`src/design/btpc_div.sv`:
```
module btpc_div #(
  parameter int unsigned DvdW  = 32,
  parameter int unsigned DvsW  = 32,
  parameter int unsigned SideW = 1
) (
  input  logic             clk_i,
  input  logic             rst_ni,
  input  logic             en_i,
  input  logic             valid_i,
  input  logic [DvdW-1:0]  dividend_i,
  input  logic [DvsW-1:0]  divisor_i,
  input  logic [SideW-1:0] side_i,
  output logic             valid_o,
  output logic [DvdW-1:0]  quotient_o,
  output logic [SideW-1:0] side_o
);

  // one quotient bit per stage, restoring
  logic             vld_q  [DvdW];
  logic [DvdW-1:0]  dvd_q  [DvdW];
  logic [DvsW-1:0]  rem_q  [DvdW];
  logic [DvsW-1:0]  dvs_q  [DvdW];
  logic [SideW-1:0] side_q [DvdW];

  for (genvar g = 0; g < DvdW; g++) begin : g_stage
    logic             vld_in;
    logic [DvdW-1:0]  dvd_in;
    logic [DvsW-1:0]  rem_in;
    logic [DvsW-1:0]  dvs_in;
    logic [SideW-1:0] side_in;
    logic [DvsW:0]    trial;
    logic [DvsW:0]    diff;
    logic             qbit;

    if (g == 0) begin : g_first
      assign vld_in  = valid_i;
      assign dvd_in  = dividend_i;
      assign rem_in  = '0;
      assign dvs_in  = divisor_i;
      assign side_in = side_i;
    end else begin : g_next
      assign vld_in  = vld_q[g-1];
      assign dvd_in  = dvd_q[g-1];
      assign rem_in  = rem_q[g-1];
      assign dvs_in  = dvs_q[g-1];
      assign side_in = side_q[g-1];
    end

    assign trial = {rem_in, dvd_in[DvdW-1]};
    assign diff  = trial - {1'b0, dvs_in};
    assign qbit  = ~diff[DvsW];

    always_ff @(posedge clk_i or negedge rst_ni) begin
      if (!rst_ni) begin
        vld_q[g] <= 1'b0;
      end else if (en_i) begin
        vld_q[g] <= vld_in;
      end
    end

    always_ff @(posedge clk_i) begin
      if (en_i) begin
        dvd_q[g]  <= {dvd_in[DvdW-2:0], qbit};
        rem_q[g]  <= qbit ? diff[DvsW-1:0] : trial[DvsW-1:0];
        dvs_q[g]  <= dvs_in;
        side_q[g] <= side_in;
      end
    end
  end

  assign valid_o    = vld_q[DvdW-1];
  assign quotient_o = dvd_q[DvdW-1];
  assign side_o     = side_q[DvdW-1];

endmodule

```
`config.mk`:
```
export PLATFORM = sky130hd
export DESIGN_NAME = btpc_div
export DESIGN_NICKNAME = d
export VERILOG_FILES = /design/src/design/btpc_div.sv
export SDC_FILE = /design/constraint.sdc
export NUM_CORES = 2
export LEC_CHECK = 0
export ABC_CLOCK_PERIOD_IN_PS = 7800
export BUFFER_PORTS_ARGS = -buffer_cell sky130_fd_sc_hd__buf_2
export CORE_ASPECT_RATIO = 1.4
export CORE_UTILIZATION = 49
export CTS_CLUSTER_DIAMETER = 80
export DETAILED_ROUTE_END_ITERATION = 8
export GPL_ROUTABILITY_DRIVEN = 0
export PLACE_DENSITY = 0.68
export SLEW_MARGIN = 15
export SYNTH_ARGS = -nofsm -noshare
export SYNTH_HDL_FRONTEND = slang
export SYNTH_SLANG_ARGS = --single-unit
```
`constraint.sdc`:
```
create_clock -name clk_i -period 7.8 [get_ports clk_i]
set_clock_uncertainty 0.15 [all_clocks]
set_input_delay 0 -clock clk_i [delete_from_list [all_inputs] [get_ports clk_i]]
set_output_delay 0 -clock clk_i [all_outputs]
set_load 0.01 [all_outputs]
```
# Word-level counts from Yosys, hierarchy flattened

Memory sizes are Yosys's and may differ from the RTL's.
Index checks and enable logic that the tools add are counted.

RAM bits: 3104
Bits of input ports: 69
Register bits: 32
Logic and storage cells: 134
Output and inout bits: 34
Memories: 4

Memories:

| memory | depth | bits a word | read ports | clocked after memory_dff | write ports | line | RTL |
|---|---|---|---|---|---|---|---|
| dvd_q  | 32    | 32          | 32         | 0                        | 32          | 20   | `logic [DvdW-1:0] dvd_q [DvdW];` |
| dvs_q  | 32    | 32          | 31         | 0                        | 32          | 22   | `logic [DvsW-1:0] dvs_q [DvdW];` |
| rem_q  | 32    | 32          | 31         | 0                        | 32          | 21   | `logic [DvsW-1:0] rem_q [DvdW];` |
| side_q | 32    | 1           | 32         | 0                        | 32          | 23   | `logic [SideW-1:0] side_q [DvdW];` |

Multiplexer cells: 34
$add $sub $neg: 32
Bitwise logic cells: 32

Operators with widths:

| kind                         | number |
|---|---|
| 2-to-1 mux 32 bit            | 32 |
| subtractor 33 x 32 -> 33 bit | 31 |
| subtractor 1 x 32 -> 33 bit  | 1 |
| NOT 1 bit                    | 32 |
| 2-to-1 mux 1 bit             | 2 |

# Longest topological paths before layout

An unclocked memory read counts as a cell.

Depth after elaboration: 3
Gate-level depth with buffers: 16
Mapped depth without buffers: 14

# Least setup slack after synthesis

No wires, ideal clock.

Path type: flip-flop to flip-flop
From: memory dvs_q[11][0]
To: memory rem_q[12][4], in the netlist rem_q[0][388], data pin
Data arrival time: 3658 ps
Path buffers: 1
Setup time: 260 ps
Cell stages (with the launch flop): 15
Setup slack: 3733 ps
Path through: edfxtp_1 > ha_1 > fa_1 > nor2b_1 > o31a_1 > o31ai_1 > o31a_1 > o21ai_1 > a221oi_1 > o21bai_1 > a21oi_1 > o41ai_1 > xor2_1 > buf_2 > mux2_2

RTL lines:

| element         | line |
|---|---|
| start, declared | 22 |
| end, declared   | 21 |

==> impl_results.md <==
- Status: finished, final reports clean
- Reg2reg end: rem_q[0][389]
- GRT Max-Usage Layer: met2
- Yosys reg bits: around 3100
- Endpoint type of the worst setup path: flop
- Drt wl/cell: around 19 µm
- Cell Rows: approximately 240
- Min-Delay Path Class: input pin to flop
- Final #Nets: approximately 13000
- Die Span X: around 480 µm
- ANT nets after route: 0
- Hold path endpoint: rem_q[0][31]
- Power share of the combinational group: between 40% and 50%
- Max-cap viol count: 0
- Sequential Power Share: 35.0%
- Setup Fix Bufs, Post-CTS: 0
- Port bufs: between 100 and 150
- Synth warnings: 0
- CTS buffer count: roughly 310
- Global Route met1 Usage: between 10% and 20%
- Grt met3 use: 2.48%
- Hold Startpoint: divisor_i[31]
- Final Hold Vio Count: 0
- Final cell count without fillers: about 17000
- Internal power: around 48000 µW
- # setup viols final: 0
- Crit start category: flop
- Worst reg2reg setup slack: approximately 2.1 ns
- Worst Max-Slew Pin Slew: ~1.2 ns
- Clock sinks: 3072
- Placed cells: 15900
- Largest net degree at the start of global routing: between 150 and 200
- Post-route DRC: 0
- Leak: 0.0685 µW
- Worst reg-to-reg path cell count: 15
- Required @ worst endpoint: between 8 and 9 ns
- Via/cell ratio: ~5.7
- Critical path arrival: approximately 6.2 ns
- Most common cell after layout, fill and taps aside: edfxtp_1
- Minimum clock period: roughly 5.7 ns
- Sequential-to-total area share from yosys stat: 59.6%
- H-tree Lvls: 5
- Initial antenna violation count: 4
- Post-synthesis cell area: 154000 µm²
- Setup CP Type: flop to flop
- IO Pins: around 100
- CTS tree: yes
- Cell mode on critical path: o31a_1
- Maximum clock path buffer count: 4
- Setup crit start: dvd_q[0][383]
- Synth top area cells: edfxtp_1 (59%), ha_1 (8.0%), mux2_2 (5.9%)
- Root Driver: clkbuf_16
- Number of synthesized flops with an enable pin: between 3000 and 4000
- Delay-heaviest family, CP: compound AO/OA/AOI/OAI gates
- Synth async-reset ratio: roughly 1.0%
- Hold depth: 4
- Final period util: 73.0%
- Vias in the first global route: about 100k
- Total global-route track usage: around a fifth
- Syn Inst Count: around 12000
- Yosys top cell by area: edfxtp_1
- Worst-skew pair later-pin latency: about 0.90 ns
- Area grow syn2layout: 11.0%
- CP max-delay cell: xor2_4
- Setup TNS: 0 ns
- Worst VDD drop: around 0.00026 V
- Worst relative slew slack: ~19%
- GR Util met2: around 40%
- Netlist cell types: 88
- Initial Util: between 40% and 50%
- RSZ-0062 raised after global routing: no
- Commonest non-fill, non-tap cells in the layout: edfxtp_1 (3040), inv_1 (1220), ha_1 (993)
- Clk pwr share: between 10% and 20%
- Die ar.: 317000 µm²
- Total wire length: 316000 µm
- Max-slew violations: 0
- Via count: ~94000
- Gr ovfl total: 0
- Switching Share: 35.4%
- Sw Pwr: 26200 µW
- WP buf/inv: 2
- PwrDens: between 400 and 500 nW/µm²
- Top cell type's share of synthesized area: approximately 59%
- Max Clock Freq: approximately 180 MHz
- Highest cell delay on the worst timing path: 0.79 ns
- Iter 0 DRT Violations: approximately 5700
- RR Startpoint: dvd_q[0][383]
- Post-DP HPWL: roughly 230000 µm
- Crit Path Max Fanout: 26
- Die Y: about 670 µm
- CORE AREA: between 300000 and 400000 µm²
- Drt pass-1 iters: 8
- Clock slew at reported path FFs: about 0.06 ns
- Fraction of layout instances using a drive strength above 1: between 10% and 20%
- First-pass GRT wire length: ~490000 µm
- CP Cell Sequence: inv_1 -> ha_1 -> fa_1 -> nor2b_1 -> o31a_1 -> o31ai_1 -> o31a_1 -> o21ai_1 -> a221oi_1 -> o21bai_1 -> a21oi_1 -> o41ai_1 -> xor2_4 -> buf_4 -> mux2_2
- Main synth FF type: edfxtp_1
- Syn Area/Cell: around 13 µm²
-- layout make-up --
cell class / count / area [µm²]
multi-input combinational: 7296 / 57000
clock inverter: 153 / 1430
fill: 25100 / 142000
antenna: 23 / 57.6
inverter: 1220 / 4580
timing repair buffer: 315 / 2710
clock buffer: 399 / 8310
tap: 4165 / 5210
sequential: 3072 / 92100
-- synthesized netlist by cell type (30+ instances only) --
master    number
nand3_1      157
xnor2_1      574
fa_1          30
xor2_1       260
a21o_1       458
nor2_1       454
inv_1       1220
a31oi_1       84
nor2b_1      161
buf_4         33
nand2_1      474
ha_1         993
and2_1        38
buf_2         52
a21oi_1      812
edfxtp_1    3040
o31a_1        40
mux2_2       808
a21boi_0      32
dfrtp_1       32
clkbuf_1     151
o211ai_1      52
a211oi_1      83
and3_1        96
o21bai_1      88
mux2i_1       76
nand4_1       90
o21ai_0      518
nand2b_1     125
o21a_1       150
o31ai_1       53
nor3_1       105
-- flip-flops by register name, indices dropped and copies added (netlist names) --
signal / count
dvd_q: 1024
dvs_q: 992
rem_q: 992
side_q: 32
g_stage.vld_in: 31
valid_o: 1
-- power by group through the flow --
| stage | Sequential, µW | Combinational, µW | Clock [µW] |
|---|---|---|---|
| after detailed placement | 26200 | 33200 | 0 |
| after CTS | 25900 | 33500 | 14900 |
| after global placement | 26100 | 31800 | 0 |
| after global routing | 26300 | 36600 | 15500 |
| final | 25900 | 33600 | 14500 |
| after floorplan | 25400 | 25700 | 0 |
-- metal layers --
layer | share of wire (%) | vias to the layer above
met5 | 0 | -
li1 | - | 44600
met4 | 7.3 | 0
met2 | 59 | 2301
met3 | 3.1 | 1182
met1 | 30 | 46100
-- worst max-delay path by stage --
stage | cells after the start | endpoint | slack (ns)
finish | 15 | rem_q[0][389] | 2.11
global route | 15 | rem_q[0][389] | 1.85
CTS | 15 | rem_q[0][389] | 2.07
detailed placement | 15 | rem_q[0][389] | 2.07
global placement | 15 | rem_q[1][387] | 1.88
floorplan | 14 | rem_q[0][388] | 3.73
-- metrics by stage --
step	hold WS (ns)	utilization (%)	total power (µW)	setup slack, ns	area [µm²]
floorplan	-0.446	-	51100	3.73	154000
global placement	-0.0909	51.1	57900	1.88	160000
detailed placement	-0.0738	51.2	59400	2.07	160000
CTS	0.0896	54.7	74300	2.07	171000
global route	0.0504	54.7	78300	1.85	171000
finish	0.0589	54.7	74100	2.11	171000
-- kinds of logic (layout without fill, tap and decap cells) --
kind of cell               count (synthesis)  in the layout  share of synthesized area [%]
adders and majority gates               1023           1023                           8.43
buffers and inverters                   1466           2087                           3.70
other                                      1             38                        0.00243
xor gates and xnor gates                 836            836                           4.75
muxes                                    911            911                           6.58
AOI/OAI and AO/OA                       2649           2649                           11.0
and+or+nand+nor                         1862           1862                           5.93
DFF                                     3072           3072                           59.6
-- worst reg2reg max path, cell delays in order, from the launching register on --
cell and delay [ns]:
edfxtp_1 0.35, inv_1 0.07, ha_1 0.23, fa_1 0.41, nor2b_1 0.19, o31a_1 0.20, o31ai_1 0.18, o31a_1 0.39
o21ai_1 0.46, a221oi_1 0.27, o21bai_1 0.19, a21oi_1 0.12, o41ai_1 0.74, xor2_4 0.79, buf_4 0.35, mux2_2 0.36
-- repair_timing --
action / CTS / global route
hold buffers: 137 / 0
endpoints found under the hold margin: 643 / 0
gates resized for setup: 0 / 0
Power figures use the tool's default switching activity.
